<file path="src/rtl/assert_macros.svh">
// assertion macros shared by the rtl
// no dependencies; users supply clk and rst_n in scope
`ifndef ASSERT_MACROS_SVH
`define ASSERT_MACROS_SVH

// property checked on every rising clock edge outside reset
`define CBP_ASSERT(label, prop, msg) \
    label: assert property (@(posedge clk) disable iff (!rst_n) prop) \
        else $error(msg);

// condition that must never be seen
`define CBP_NEVER(label, cond, msg) \
    `CBP_ASSERT(label, !(cond), msg)

`endif

</file>
<file path="src/rtl/cbp_pkg.sv">
// shared types and constants for the cube broadcast peer block
// no dependencies
`timescale 1ns / 1ps

package cbp_pkg;

    localparam int RANK_BITS = 16;
    localparam int COUNT_W   = RANK_BITS + 1;
    localparam int RADIX_W   = 11;
    localparam int IDX_W     = $clog2(RANK_BITS);
    localparam int PROD_W    = RANK_BITS + RADIX_W;
    localparam int KIND_W    = 2;
    localparam int APB_AW    = 3;
    localparam int APB_DW    = 32;

    localparam logic [COUNT_W-1:0] COUNT_LIMIT     = {1'b1, {RANK_BITS{1'b0}}};
    localparam logic [COUNT_W-1:0] RANK_COUNT_RST  = COUNT_W'(1);
    localparam logic [RADIX_W-1:0] CUBE_RADIX_RST  = RADIX_W'(2);
    localparam logic [RADIX_W-1:0] RADIX_MIN       = RADIX_W'(2);

    // register index taken from paddr[2]
    localparam logic REG_RANK_COUNT = 1'b0;
    localparam logic REG_CUBE_RADIX = 1'b1;

    typedef enum logic [KIND_W-1:0] {
        KIND_RECV = 2'd0,
        KIND_SEND = 2'd1,
        KIND_NONE = 2'd2,
        KIND_ERR  = 2'd3
    } peer_kind_t;

    typedef enum logic [3:0] {
        ST_IDLE,
        ST_CHECK,
        ST_BUILD,
        ST_WALK,
        ST_DIV,
        ST_RECV,
        ST_SUCC,
        ST_LOWER,
        ST_FINISH
    } cbp_state_t;

    typedef struct packed {
        logic load;
        logic emit_err;
        logic build_step;
        logic take_top;
        logic div_start;
        logic digit_take;
        logic try_recv;
        logic try_succ;
        logic try_lower;
        logic finish;
    } cbp_cmd_t;

    typedef struct packed {
        logic rank_oor;
        logic build_more;
        logic at_top;
        logic div_done;
        logic rem_zero;
        logic idx_zero;
    } cbp_stat_t;

endpackage

</file>
<file path="src/rtl/cbp_cfg.sv">
// apb register file holding rank_count and cube_radix
// depends on cbp_pkg
`timescale 1ns / 1ps

module cbp_cfg import cbp_pkg::*; (
    input  logic               clk,
    input  logic               rst_n,
    input  logic               psel,
    input  logic               penable,
    input  logic               pwrite,
    input  logic [APB_AW-1:0]  paddr,
    input  logic [APB_DW-1:0]  pwdata,
    output logic [APB_DW-1:0]  prdata,
    output logic               pready,
    output logic [COUNT_W-1:0] rank_count,
    output logic [RADIX_W-1:0] cube_radix
);

    logic               wr_en;
    logic [COUNT_W-1:0] rank_count_reg;
    logic [RADIX_W-1:0] cube_radix_reg;

    assign pready = 1'b1;
    assign wr_en  = psel && penable && pwrite;

    always_ff @(posedge clk or negedge rst_n)
    begin
        if (!rst_n)
        begin
            rank_count_reg <= RANK_COUNT_RST;
            cube_radix_reg <= CUBE_RADIX_RST;
        end
        else if (wr_en)
        begin
            case (paddr[2])
                REG_RANK_COUNT: rank_count_reg <= pwdata[COUNT_W-1:0];
                REG_CUBE_RADIX: cube_radix_reg <= pwdata[RADIX_W-1:0];
                default: ;
            endcase
        end
    end

    always_comb
    begin
        case (paddr[2])
            REG_RANK_COUNT: prdata = APB_DW'(rank_count_reg);
            REG_CUBE_RADIX: prdata = APB_DW'(cube_radix_reg);
            default:        prdata = '0;
        endcase
    end

    assign rank_count = rank_count_reg;
    assign cube_radix = cube_radix_reg;

endmodule

</file>
<file path="src/rtl/cbp_div.sv">
// restoring divider, one quotient bit per cycle, for rank digits by the radix
// depends on cbp_pkg
`timescale 1ns / 1ps

module cbp_div import cbp_pkg::*; (
    input  logic                 clk,
    input  logic                 rst_n,
    input  logic                 start,
    input  logic [RANK_BITS-1:0] dividend,
    input  logic [RADIX_W-1:0]   divisor,
    output logic                 done,
    output logic [RANK_BITS-1:0] quotient,
    output logic [RADIX_W-1:0]   remainder
);

    logic                 busy_reg;
    logic                 done_reg;
    logic [IDX_W-1:0]     cnt_reg;
    logic [RANK_BITS-1:0] quo_reg;
    logic [RADIX_W-1:0]   rem_reg;
    logic [RADIX_W:0]     rem_sh;
    logic [RADIX_W:0]     rem_sub;
    logic                 fits;

    assign rem_sh  = {rem_reg, quo_reg[RANK_BITS-1]};
    assign fits    = rem_sh >= {1'b0, divisor};
    assign rem_sub = rem_sh - {1'b0, divisor};

    always_ff @(posedge clk or negedge rst_n)
    begin
        if (!rst_n)
        begin
            busy_reg <= 1'b0;
            done_reg <= 1'b0;
            cnt_reg  <= '0;
        end
        else
        begin
            done_reg <= busy_reg && (cnt_reg == '0);
            if (start)
            begin
                busy_reg <= 1'b1;
                cnt_reg  <= IDX_W'(RANK_BITS - 1);
            end
            else if (busy_reg)
            begin
                if (cnt_reg == '0)
                begin
                    busy_reg <= 1'b0;
                end
                cnt_reg <= cnt_reg - IDX_W'(1);
            end
        end
    end

    always_ff @(posedge clk)
    begin
        if (start)
        begin
            quo_reg <= dividend;
            rem_reg <= '0;
        end
        else if (busy_reg)
        begin
            quo_reg <= {quo_reg[RANK_BITS-2:0], fits};
            rem_reg <= fits ? rem_sub[RADIX_W-1:0] : rem_sh[RADIX_W-1:0];
        end
    end

    assign done      = done_reg;
    assign quotient  = quo_reg;
    assign remainder = rem_reg;

endmodule

</file>
<file path="src/rtl/cbp_dp.sv">
// datapath: radix power table, digit walk, peer candidates and result register
// depends on cbp_pkg and cbp_div
`timescale 1ns / 1ps

module cbp_dp import cbp_pkg::*; (
    input  logic                 clk,
    input  logic                 rst_n,
    input  cbp_cmd_t             cmd,
    output cbp_stat_t            stat,
    input  logic [RANK_BITS-1:0] local_rank,
    input  logic [COUNT_W-1:0]   rank_count,
    input  logic [RADIX_W-1:0]   cube_radix,
    output logic                 result_valid,
    output logic [KIND_W-1:0]    peer_kind,
    output logic [RANK_BITS-1:0] peer_rank,
    output logic                 last_peer
);

    logic [RANK_BITS-1:0] rank_reg;
    logic [COUNT_W-1:0]   count_reg;
    logic [RADIX_W-1:0]   radix_reg;
    logic [RANK_BITS-1:0] pow_reg [RANK_BITS];
    logic [IDX_W-1:0]     top_reg;
    logic [IDX_W-1:0]     idx_reg;
    logic [RANK_BITS-1:0] q_reg;
    logic [RADIX_W-1:0]   pos_reg;

    logic                 pend_valid_reg;
    peer_kind_t           pend_kind_reg;
    logic [RANK_BITS-1:0] pend_peer_reg;

    logic                 out_valid_reg;
    logic                 out_valid_next;
    peer_kind_t           out_kind_reg;
    logic [RANK_BITS-1:0] out_peer_reg;
    logic                 out_last_reg;

    logic [COUNT_W-1:0]   count_sat;
    logic [RADIX_W-1:0]   radix_eff;
    logic [RANK_BITS-1:0] pow_cur;
    logic [PROD_W-1:0]    prod;
    logic [COUNT_W-1:0]   m_full;
    logic [COUNT_W-1:0]   sum;
    logic                 below;
    logic [RADIX_W-1:0]   radix_m1;
    logic                 cand;
    peer_kind_t           cand_kind;
    logic [RANK_BITS-1:0] cand_peer;

    logic                 div_done;
    logic [RANK_BITS-1:0] div_quo;
    logic [RADIX_W-1:0]   div_rem;

    cbp_div u_div (
        .clk       (clk),
        .rst_n     (rst_n),
        .start     (cmd.div_start),
        .dividend  (q_reg),
        .divisor   (radix_reg),
        .done      (div_done),
        .quotient  (div_quo),
        .remainder (div_rem)
    );

    assign count_sat = (rank_count > COUNT_LIMIT) ? COUNT_LIMIT : rank_count;
    assign radix_eff = (cube_radix < RADIX_MIN) ? RADIX_MIN : cube_radix;

    assign pow_cur  = pow_reg[idx_reg];
    assign prod     = PROD_W'(pow_cur) * PROD_W'(radix_reg);
    assign m_full   = count_reg - COUNT_W'(1);
    assign sum      = {1'b0, rank_reg} + {1'b0, pow_cur};
    assign below    = sum < count_reg;
    assign radix_m1 = radix_reg - RADIX_W'(1);

    // a peer found in this cycle
    assign cand = (cmd.try_recv && (rank_reg != '0))
               || (cmd.try_succ && (pos_reg < radix_m1) && below)
               || (cmd.try_lower && below);
    assign cand_kind = cmd.try_recv ? KIND_RECV : KIND_SEND;
    assign cand_peer = cmd.try_recv ? (rank_reg - pow_cur) : sum[RANK_BITS-1:0];

    always_comb
    begin
        stat.rank_oor   = {1'b0, rank_reg} >= count_reg;
        stat.build_more = (prod <= PROD_W'(m_full[RANK_BITS-1:0]))
                       && (idx_reg != IDX_W'(RANK_BITS - 1));
        stat.at_top     = idx_reg == top_reg;
        stat.div_done   = div_done;
        stat.rem_zero   = div_rem == '0;
        stat.idx_zero   = idx_reg == '0;
    end

    // working registers of one request
    always_ff @(posedge clk)
    begin
        if (cmd.load)
        begin
            rank_reg   <= local_rank;
            count_reg  <= count_sat;
            radix_reg  <= radix_eff;
            pow_reg[0] <= RANK_BITS'(1);
            idx_reg    <= '0;
        end
        else if (cmd.build_step)
        begin
            if (stat.build_more)
            begin
                pow_reg[idx_reg + IDX_W'(1)] <= prod[RANK_BITS-1:0];
                idx_reg <= idx_reg + IDX_W'(1);
            end
            else
            begin
                top_reg <= idx_reg;
                idx_reg <= '0;
                q_reg   <= rank_reg;
            end
        end
        else if (cmd.take_top)
        begin
            // quotient at the top dimension is already below the radix
            pos_reg <= RADIX_W'(q_reg);
        end
        else if (cmd.digit_take)
        begin
            if (stat.rem_zero)
            begin
                q_reg   <= div_quo;
                idx_reg <= idx_reg + IDX_W'(1);
            end
            else
            begin
                pos_reg <= div_rem;
            end
        end
        else if (cmd.try_succ || cmd.try_lower)
        begin
            if (!stat.idx_zero)
            begin
                idx_reg <= idx_reg - IDX_W'(1);
            end
        end
    end

    // one peer is held back so that the last one can be marked
    always_ff @(posedge clk or negedge rst_n)
    begin
        if (!rst_n)
        begin
            pend_valid_reg <= 1'b0;
            out_valid_reg  <= 1'b0;
        end
        else
        begin
            out_valid_reg <= out_valid_next;
            if (cmd.load)
            begin
                pend_valid_reg <= 1'b0;
            end
            else if (cand)
            begin
                pend_valid_reg <= 1'b1;
            end
        end
    end

    assign out_valid_next = (cand && pend_valid_reg) || cmd.finish || cmd.emit_err;

    always_ff @(posedge clk)
    begin
        if (cand)
        begin
            pend_kind_reg <= cand_kind;
            pend_peer_reg <= cand_peer;
        end
        if (cmd.emit_err)
        begin
            out_kind_reg <= KIND_ERR;
            out_peer_reg <= '0;
            out_last_reg <= 1'b1;
        end
        else if (cmd.finish)
        begin
            out_kind_reg <= pend_valid_reg ? pend_kind_reg : KIND_NONE;
            out_peer_reg <= pend_valid_reg ? pend_peer_reg : '0;
            out_last_reg <= 1'b1;
        end
        else if (cand)
        begin
            out_kind_reg <= pend_kind_reg;
            out_peer_reg <= pend_peer_reg;
            out_last_reg <= 1'b0;
        end
    end

    assign result_valid = out_valid_reg;
    assign peer_kind    = out_kind_reg;
    assign peer_rank    = out_peer_reg;
    assign last_peer    = out_last_reg;

endmodule

</file>
<file path="src/rtl/cbp_ctrl.sv">
// controller state machine sequencing one rank request through the datapath
// depends on cbp_pkg
`timescale 1ns / 1ps

module cbp_ctrl import cbp_pkg::*; (
    input  logic      clk,
    input  logic      rst_n,
    input  logic      start,
    output logic      busy,
    input  cbp_stat_t stat,
    output cbp_cmd_t  cmd
);

    cbp_state_t state_reg;
    cbp_state_t state_next;

    always_ff @(posedge clk or negedge rst_n)
    begin
        if (!rst_n)
        begin
            state_reg <= ST_IDLE;
        end
        else
        begin
            state_reg <= state_next;
        end
    end

    always_comb
    begin
        state_next = state_reg;
        case (state_reg)
            ST_IDLE:
            begin
                if (start)
                begin
                    state_next = ST_CHECK;
                end
            end
            ST_CHECK:  state_next = stat.rank_oor ? ST_IDLE : ST_BUILD;
            ST_BUILD:
            begin
                if (!stat.build_more)
                begin
                    state_next = ST_WALK;
                end
            end
            ST_WALK:   state_next = stat.at_top ? ST_RECV : ST_DIV;
            ST_DIV:
            begin
                if (stat.div_done)
                begin
                    state_next = stat.rem_zero ? ST_WALK : ST_RECV;
                end
            end
            ST_RECV:   state_next = ST_SUCC;
            ST_SUCC:   state_next = stat.idx_zero ? ST_FINISH : ST_LOWER;
            ST_LOWER:
            begin
                if (stat.idx_zero)
                begin
                    state_next = ST_FINISH;
                end
            end
            ST_FINISH: state_next = ST_IDLE;
            default:   state_next = ST_IDLE;
        endcase
    end

    always_comb
    begin
        cmd = '0;
        case (state_reg)
            ST_IDLE:   cmd.load       = start;
            ST_CHECK:  cmd.emit_err   = stat.rank_oor;
            ST_BUILD:  cmd.build_step = 1'b1;
            ST_WALK:
            begin
                cmd.take_top  = stat.at_top;
                cmd.div_start = !stat.at_top;
            end
            ST_DIV:    cmd.digit_take = stat.div_done;
            ST_RECV:   cmd.try_recv   = 1'b1;
            ST_SUCC:   cmd.try_succ   = 1'b1;
            ST_LOWER:  cmd.try_lower  = 1'b1;
            ST_FINISH: cmd.finish     = 1'b1;
            default:   cmd = '0;
        endcase
    end

    assign busy = state_reg != ST_IDLE;

endmodule

</file>
<file path="src/rtl/cube_broadcast_peers.sv">
// channel   | signals                                        | handshake
// request   | start, local_rank                              | taken when start and not busy
// result    | result_valid, peer_kind, peer_rank, last_peer  | one-cycle strobe, no back-pressure
// config    | psel, penable, pwrite, paddr, pwdata, ...      | apb, pready tied high
//
// a request runs alone: a check, one build step per cube dimension for the radix powers,
// a divide per low base-radix digit up to the first non-zero one (none once the top
// dimension is reached), then receive, successor, every lower dimension and finish; an
// out-of-range rank ends after the check. a found peer waits in a pending register and leaves
// through the output register when the next is found or at finish; a new request is taken in
// the cycle that shows the final result; asynchronous active-low reset, count 1, radix 2
`timescale 1ns / 1ps
`include "assert_macros.svh"

module cube_broadcast_peers import cbp_pkg::*; (
    input  logic                 clk,
    input  logic                 rst_n,
    input  logic                 start,
    output logic                 busy,
    input  logic [RANK_BITS-1:0] local_rank,
    output logic                 result_valid,
    output logic [KIND_W-1:0]    peer_kind,
    output logic [RANK_BITS-1:0] peer_rank,
    output logic                 last_peer,
    input  logic                 psel,
    input  logic                 penable,
    input  logic                 pwrite,
    input  logic [APB_AW-1:0]    paddr,
    input  logic [APB_DW-1:0]    pwdata,
    output logic [APB_DW-1:0]    prdata,
    output logic                 pready
);

    logic [COUNT_W-1:0] rank_count;
    logic [RADIX_W-1:0] cube_radix;
    cbp_cmd_t           cmd;
    cbp_stat_t          stat;

    cbp_cfg u_cfg (
        .clk        (clk),
        .rst_n      (rst_n),
        .psel       (psel),
        .penable    (penable),
        .pwrite     (pwrite),
        .paddr      (paddr),
        .pwdata     (pwdata),
        .prdata     (prdata),
        .pready     (pready),
        .rank_count (rank_count),
        .cube_radix (cube_radix)
    );

    cbp_ctrl u_ctrl (
        .clk   (clk),
        .rst_n (rst_n),
        .start (start),
        .busy  (busy),
        .stat  (stat),
        .cmd   (cmd)
    );

    cbp_dp u_dp (
        .clk          (clk),
        .rst_n        (rst_n),
        .cmd          (cmd),
        .stat         (stat),
        .local_rank   (local_rank),
        .rank_count   (rank_count),
        .cube_radix   (cube_radix),
        .result_valid (result_valid),
        .peer_kind    (peer_kind),
        .peer_rank    (peer_rank),
        .last_peer    (last_peer)
    );

    `CBP_ASSERT(a_accept_quiet, start && !busy |=> !result_valid, "result right after accept")
    `CBP_ASSERT(a_last_gap, result_valid && last_peer |=> !result_valid, "result after last")
    `CBP_ASSERT(a_more_busy, result_valid && !last_peer |-> busy, "idle before last result")
    `CBP_NEVER(a_single_last,
        result_valid && (peer_kind == KIND_NONE || peer_kind == KIND_ERR) && !last_peer,
        "none or error result not marked last")

endmodule

</file>
<file path="config.mk">
export PLATFORM = sky130hd
export DESIGN_NAME = cube_broadcast_peers
export DESIGN_NICKNAME = d
export VERILOG_FILES = /design/src/rtl/cbp_pkg.sv /design/src/rtl/cbp_cfg.sv /design/src/rtl/cbp_div.sv /design/src/rtl/cbp_dp.sv /design/src/rtl/cbp_ctrl.sv /design/src/rtl/cube_broadcast_peers.sv
export VERILOG_INCLUDE_DIRS = /design/src /design/src/rtl
export SDC_FILE = /design/constraint.sdc
export NUM_CORES = 1
export LEC_CHECK = 0
export ABC_AREA = 1
export BUFFER_PORTS_ARGS = -buffer_cell sky130_fd_sc_hd__buf_2
export CAP_MARGIN = 20
export CORE_MARGIN = 3
export CORE_UTILIZATION = 37
export DETAILED_ROUTE_END_ITERATION = 8
export HOLD_SLACK_MARGIN = 0.08
export SLEW_MARGIN = 25
export SYNTH_ARGS = -nofsm -noshare
export SYNTH_HDL_FRONTEND = slang
export SYNTH_SLANG_ARGS = --single-unit
</file>
<file path="constraint.sdc">
create_clock -name clk -period 7.3 [get_ports clk]
set_input_delay 2.19 -clock clk [delete_from_list [all_inputs] [get_ports clk]]
set_output_delay 2.19 -clock clk [all_outputs]
set_load 0.02 [all_outputs]
</file>
==> results of run 1 <==
critical path: cells and delay by family, from the launching register on:
kind	cells	cell delay (ps)
AND/OR/NAND/NOR	11	1010
AO/OA/AOI/OAI	7	910
flip-flops	1	360
buffers and inverters	12	1390
adder cells (fa/ha/maj)	7	3170
XOR/XNOR	1	310
stage by stage:
step                      hold slack, ps  area, sq um  worst slack, ps  cells
after floorplan                    402.9        28240          -0.2731   3006
after global placement             438.1        31630           -620.7   4170
after detailed placement           451.3        31640           -673.0   4170
after CTS                          466.5        34580           -134.9   4301
after global routing               488.7        35200           -432.4   4327
final                              463.1        35200           -193.8   4327
what timing repair did:
item,CTS,global route
gates cloned,11,3
resized for setup,197,142
setup buffers,38,31
pin swaps,73,120
endpoints found under the setup margin,540,542
cell type report:
class / instances / share of cell area (%)
tap: 969 / 3.445
timing repair buffer: 392 / 10.59
timing repair inverter: 1 / 0.04622
inverter: 522 / 5.649
sequential: 442 / 36.09
clock inverter: 26 / 0.7608
clock buffer: 60 / 3.537
multi-input combinational: 1915 / 39.87
worst max-delay path by stage:
stage | startpoint | to | slack, ps | cells past startpoint
finish | flip-flop | u_dp.pow_reg[7][10] | -190 | 38
global route | flip-flop | u_dp.pow_reg[4][12] | -430 | 40
CTS | flip-flop | u_dp.pow_reg[14][3] | -130 | 41
detailed placement | flip-flop | u_dp.pow_reg[0][11] | -670 | 29
global placement | flip-flop | u_dp.pow_reg[0][9] | -620 | 31
floorplan | flip-flop | u_dp.pow_reg[14][0] | -0.3 | 33
cells in the final DEF, fill, tap and decap left out, types with 18 or more instances in the layout:
cell type,n
buf_4,224
o21ai_0,154
nand3_1,72
nand2_4,18
nand2_1,507
inv_2,21
edfxtp_1,364
o211ai_1,67
o21ai_1,37
nand2_2,49
nor2_1,168
buf_12,50
nor3_1,23
dfxtp_1,35
dfrtp_1,38
a21oi_2,21
xor2_1,49
buf_6,28
inv_1,485
mux2i_1,64
nor2_4,30
buf_2,76
fa_1,121
ha_4,21
ha_1,147
a21oi_1,135
nand4_1,46
clkbuf_16,50
cell families after synthesis:
logic type / Yosys count / synth area share, %
muxes: 64 / 2.282
AOI/OAI and AO/OA: 479 / 9.602
other: 2 / 0.02676
adders and majority gates: 298 / 16.71
and+or+nand+nor: 988 / 14.88
xor gates and xnor gates: 70 / 2.184
DFF: 442 / 45.23
buffers and inverters: 649 / 9.085
routing by layer:
metal,vias to the layer above,track usage (%),wire length (microns)
met1,10350,25.74,34230
met3,129,2.252,3895
met5,-,0,0
li1,10500,-,-
met4,0,6.357,2631
met2,594,32.96,37650
==> flow_metrics.py, run 1 <==
metrics = {
    "worst_hold_path": {
        "holdPathStages": 0,
        "min_to": "u_dp.count_reg[16]",
        "hold_path.class": "flip-flop to flip-flop",
        "hold_path_startpoint": "u_cfg.rank_count[16]",
    },
    "critical_path": {
        "crit_arrival_ps": 7800,
        "ff2ff_setup_slack_ps": -190,
        "path_class": "flip-flop to flip-flop",
        "crit_path_max_incr_delay_ps": 590,
        "required_ps": 7600,
        "cp_slowest_cell": "fa_2",
        "reg2reg_to": "u_dp.pow_reg[7][10]",
        "end_kind": "flip-flop",
        "cp-start-kind": "flip-flop",
        "critPathMaxFanout": 8,
        "reg2reg_depth": 38,
    },
    "yosys": {
        "yosysTopAreaCell": "edfxtp_1",
        "synth-seq-cells": 442,
        "synth_cell_types": 57,
        "yosys.area.top_type_share_pct": 38.94,
        "synth_common_cells": "565 x nand2_1, 505 x inv_1, 364 x edfxtp_1",
        "syn_inst": 2992,
        "ys_seq_area_share_pct": 45.23,
        "synth_async_sr_flop_share_pct": 9.050,
        "ys_warn_count": 0,
        "synth_edf_count": 364,
        "syn_area_sq_um": 28070,
        "yosysMostFrequentCell": "nand2_1",
        "synth.avg_cell_area_sq_um": 9.381,
        "ys_top_cells_by_area": "edfxtp_1 39%, fa_1 9.1%, ha_1 7.6%",
        "synth-main-ff-cell": "edfxtp_1",
    },
    "detailed_routing": {
        "remaining_drc_errors": 0,
        "dr.first_iter.drc_count": 1625,
        "viasPerCell": 4.987,
        "drtPass1Iterations": 5,
        "routed_wl_mm": 78.40,
        "antenna_left": 0,
        "wire_per_inst_microns": 18.12,
        "routed-via-count": 21580,
    },
    "flow_run": {
        "cap_violations": 0,
    },
    "finish": {
        "area_growth_pct": 25.40,
        "diodes": 0,
        "final_util_pct": 47.04,
        "fin_nets": 3675,
        "register_area_sq_um": 12700,
        "largest_register_ffs": 256,
        "fillCellCount": 6925,
        "multi_input_area_sq_um": 14030,
        "drive_gt1_share_pct": 21.20,
    },
    "sta": {
        "fmax_ghz": 0.1334,
        "worstMarginPinSlew_ps": 953.7,
        "rsz0062_at_grt": "yes",
        "slew_headroom_pct": 36.03,
        "final.min_clock_period_ps": 7494,
        "fin_skew_ps": 20.14,
        "hold_viol_final": 0,
        "setup_viol": 417,
        "slew_viol_final": 0,
        "period_share_pct": 102.7,
        "finalWorstSetupSlack_ps": -193.8,
        "setup_tns_ps": -34590,
    },
    "clocking": {
        "clock-sinks": 442,
        "cts_tree": "yes",
        "clock_path_buffers": 3,
        "clk_pin_slew_ps": 60,
        "cts_root_buf": "clkbuf_16",
        "numCtsBuffers": 46,
        "holdBufCountCts": 0,
        "clk_latency_ps": 590,
        "cts_max_level": 2,
    },
    "global_routing": {
        "grtUsageTotal_pct": 19.34,
        "first_global_vias": 20950,
        "grt_pass1_wl_mm": 118.4,
        "grt_max_degree": 46,
        "gr-total-overflow": 0,
        "antenna_found_initial": 1,
    },
    "floorplan": {
        "io_pins": 111,
        "core_sq_um": 74820,
        "die-area_sq_um": 79200,
        "die_w_microns": 281.4,
        "die_h_microns": 281.4,
        "rows": 100,
        "initial_core_util_pct": 37.51,
    },
    "outcome": {
        "run_status": "complete, but fails checks",
        "violations": "setup timing",
    },
    "place": {
        "gp_congestion": 0.9675,
        "dp_hpwl_mm": 56.72,
        "port-buffer-count": 77,
    },
}
Power of run 1 is not shown: default switching activity piles up to over one toggle a cycle in this logic, so the estimate is an artifact.
==> run 2: changes to the inputs <==
--- a/config.mk
+++ b/config.mk
@@ -13,7 +13,7 @@
 export CORE_UTILIZATION = 37
 export DETAILED_ROUTE_END_ITERATION = 8
 export HOLD_SLACK_MARGIN = 0.08
-export SLEW_MARGIN = 25
+export PLACE_DENSITY_LB_ADDON = 0.15
 export SYNTH_ARGS = -nofsm -noshare
 export SYNTH_HDL_FRONTEND = slang
 export SYNTH_SLANG_ARGS = --single-unit
==> constraint.sdc (replaced) <==
create_clock -name clk -period 7.7 [get_ports clk]
set_input_delay 2.31 -clock clk [delete_from_list [all_inputs] [get_ports clk]]
set_output_delay 2.31 -clock clk [all_outputs]
set_load 0.02 [all_outputs]
==> run 2 against run 1 <==
The run now ends clean; non-clock buffer count shrank 15; maximum frequency down 1.5%; design area decreased by 1.4%; cell count decreased by 0.30%; count of clock-buffer cells in the layout shrank 3; wire length rose by 7.1%; critical path depth shrank 1; global-route usage up 1.5 points; die area is the same; register-to-register slack better by 280 ps.
==> flow_metrics.py, run 2 (synthesis results as in run 1) <==
metrics = {
    "floorplan": {
        "core_sq_um": 74820,
        "rows": 100,
        "die_w_microns": 281.4,
        "io_pins": 111,
        "die_h_microns": 281.4,
        "die-area_sq_um": 79200,
        "initial_core_util_pct": 37.51,
    },
    "sta": {
        "finalWorstSetupSlack_ps": 88.93,
        "rsz0062_at_grt": "yes",
        "slew_headroom_pct": 30.56,
        "hold_viol_final": 0,
        "period_share_pct": 98.85,
        "slew_viol_final": 0,
        "setup_viol": 0,
        "fmax_ghz": 0.1314,
        "worstMarginPinSlew_ps": 1041,
        "final.min_clock_period_ps": 7611,
        "fin_skew_ps": 36.14,
    },
    "critical_path": {
        "critPathMaxFanout": 16,
        "reg2reg_to": "u_dp.pow_reg[6][13]",
        "ff2ff_setup_slack_ps": 90,
        "cp_slowest_cell": "fa_1",
        "reg2reg_depth": 37,
        "end_kind": "flip-flop",
        "crit_path_frequent_cell": "buf_6",
        "cp-start-kind": "flip-flop",
        "crit_path_max_incr_delay_ps": 620,
        "path_class": "flip-flop to flip-flop",
        "required_ps": 7990,
        "crit_arrival_ps": 7900,
    },
    "global_routing": {
        "grt_pass1_wl_mm": 126.3,
        "gr-total-overflow": 0,
        "antenna_found_initial": 0,
        "grt_max_degree": 47,
        "first_global_vias": 21440,
        "grtUsageTotal_pct": 20.85,
    },
    "worst_hold_path": {
        "holdPathStages": 0,
        "min_to": "u_dp.count_reg[16]",
        "hold_path_startpoint": "u_cfg.rank_count[16]",
        "hold_path.class": "flip-flop to flip-flop",
    },
    "clocking": {
        "cts_tree": "yes",
        "clock_path_buffers": 3,
        "cts_max_level": 2,
        "clock-sinks": 442,
        "clk_pin_slew_ps": 60,
        "clk_latency_ps": 610,
        "cts_root_buf": "clkbuf_16",
        "numCtsBuffers": 48,
        "holdBufCountCts": 0,
    },
    "detailed_routing": {
        "antenna_left": 0,
        "drtPass1Iterations": 5,
        "routed_wl_mm": 83.93,
        "wire_per_inst_microns": 19.46,
        "routed-via-count": 21750,
        "dr.first_iter.drc_count": 1517,
        "viasPerCell": 5.041,
        "remaining_drc_errors": 0,
    },
    "place": {
        "pre_cts_ws_ps": -696.4,
        "dp_hpwl_mm": 63.33,
        "gp_congestion": 0.9242,
        "port-buffer-count": 77,
    },
    "finish": {
        "area_growth_pct": 23.60,
        "fillCellCount": 7081,
        "largest_register_ffs": 256,
        "drive_gt1_share_pct": 19.50,
        "mostFrequentLayoutCells": "524 x nand2_1, 490 x inv_1, 364 x edfxtp_1",
        "fin_nets": 3661,
        "layout_commonest_cell": "nand2_1",
    },
    "outcome": {
        "run_status": "finished, final reports clean",
    },
    "flow_run": {
        "cap_violations": 0,
    },
}
-- run 2: cell count changes in the layout (fill, tap and decap cells not counted), sizes merged, moves of 2 or more --
| cell | change |
|---|---|
| buf | -14 |
| inv | +7 |
| clkbuf | -3 |
| clkinv | -2 |
-- run 2: layout make-up --
cell class / count / area (sq um) / area share [%]
antenna: 1 / 2.502 / 0.007214
clock buffer: 57 / 1287 / 3.711
clock inverter: 31 / 307.8 / 0.8873
inverter: 522 / 1979 / 5.706
multi-input combinational: 1915 / 13810 / 39.82
sequential: 442 / 12700 / 36.61
tap: 969 / 1212 / 3.495
timing repair buffer: 377 / 3385 / 9.757
-- run 2: worst max path at each step --
stage / to / slack [ps] / depth (start not counted)
finish: u_dp.pow_reg[6][13] / 90 / 37
global route: u_dp.pow_reg[7][12] / -170 / 37
CTS: u_dp.pow_reg[12][1] / 2 / 35
detailed placement: u_dp.pow_reg[12][2] / -700 / 34
global placement: u_dp.pow_reg[12][2] / -700 / 34
floorplan: u_dp.pow_reg[13][0] / -100 / 30
-- run 2: critical path: cells and delay by family, from the launching register on --
family,cells,cell delay (ps)
fa+ha+maj,7,2980
buf+inv,12,1280
simple gates,10,1280
compound gates,6,900
flops,1,400
xor+xnor,1,210
mux,1,200
-- run 2: metal layers --
metal | wire, microns | up-vias | track usage (%)
met3 | 4688 | 105 | 3.353
li1 | - | 10460 | -
met1 | 37710 | 10670 | 28.81
met4 | 1956 | 0 | 5.157
met5 | 0 | - | 0
met2 | 39580 | 514 | 34.39
-- run 2: what timing repair did --
item	CTS	global route
endpoints found under the setup margin	543	541
pin swaps	34	126
cloned	3	3
buffers inserted	19	40
gates resized for setup	73	185
-- run 2: through the flow --
stage / setup TNS, ps / util [%] / hold WS (ps) / std cells / area, sq um
finish: 0 / 46.36 / 481.6 / 4314 / 34690
CTS: 0 / 44.98 / 482.0 / 4273 / 33650
global placement: -253830 / 41.97 / 468.8 / 4162 / 31400
detailed placement: -255890 / 41.98 / 475.2 / 4163 / 31410
global route: -22560 / 46.36 / 500.3 / 4313 / 34690
floorplan: -23350 / - / 402.9 / 3006 / 28120
Power of run 2 is left out for the same reason.
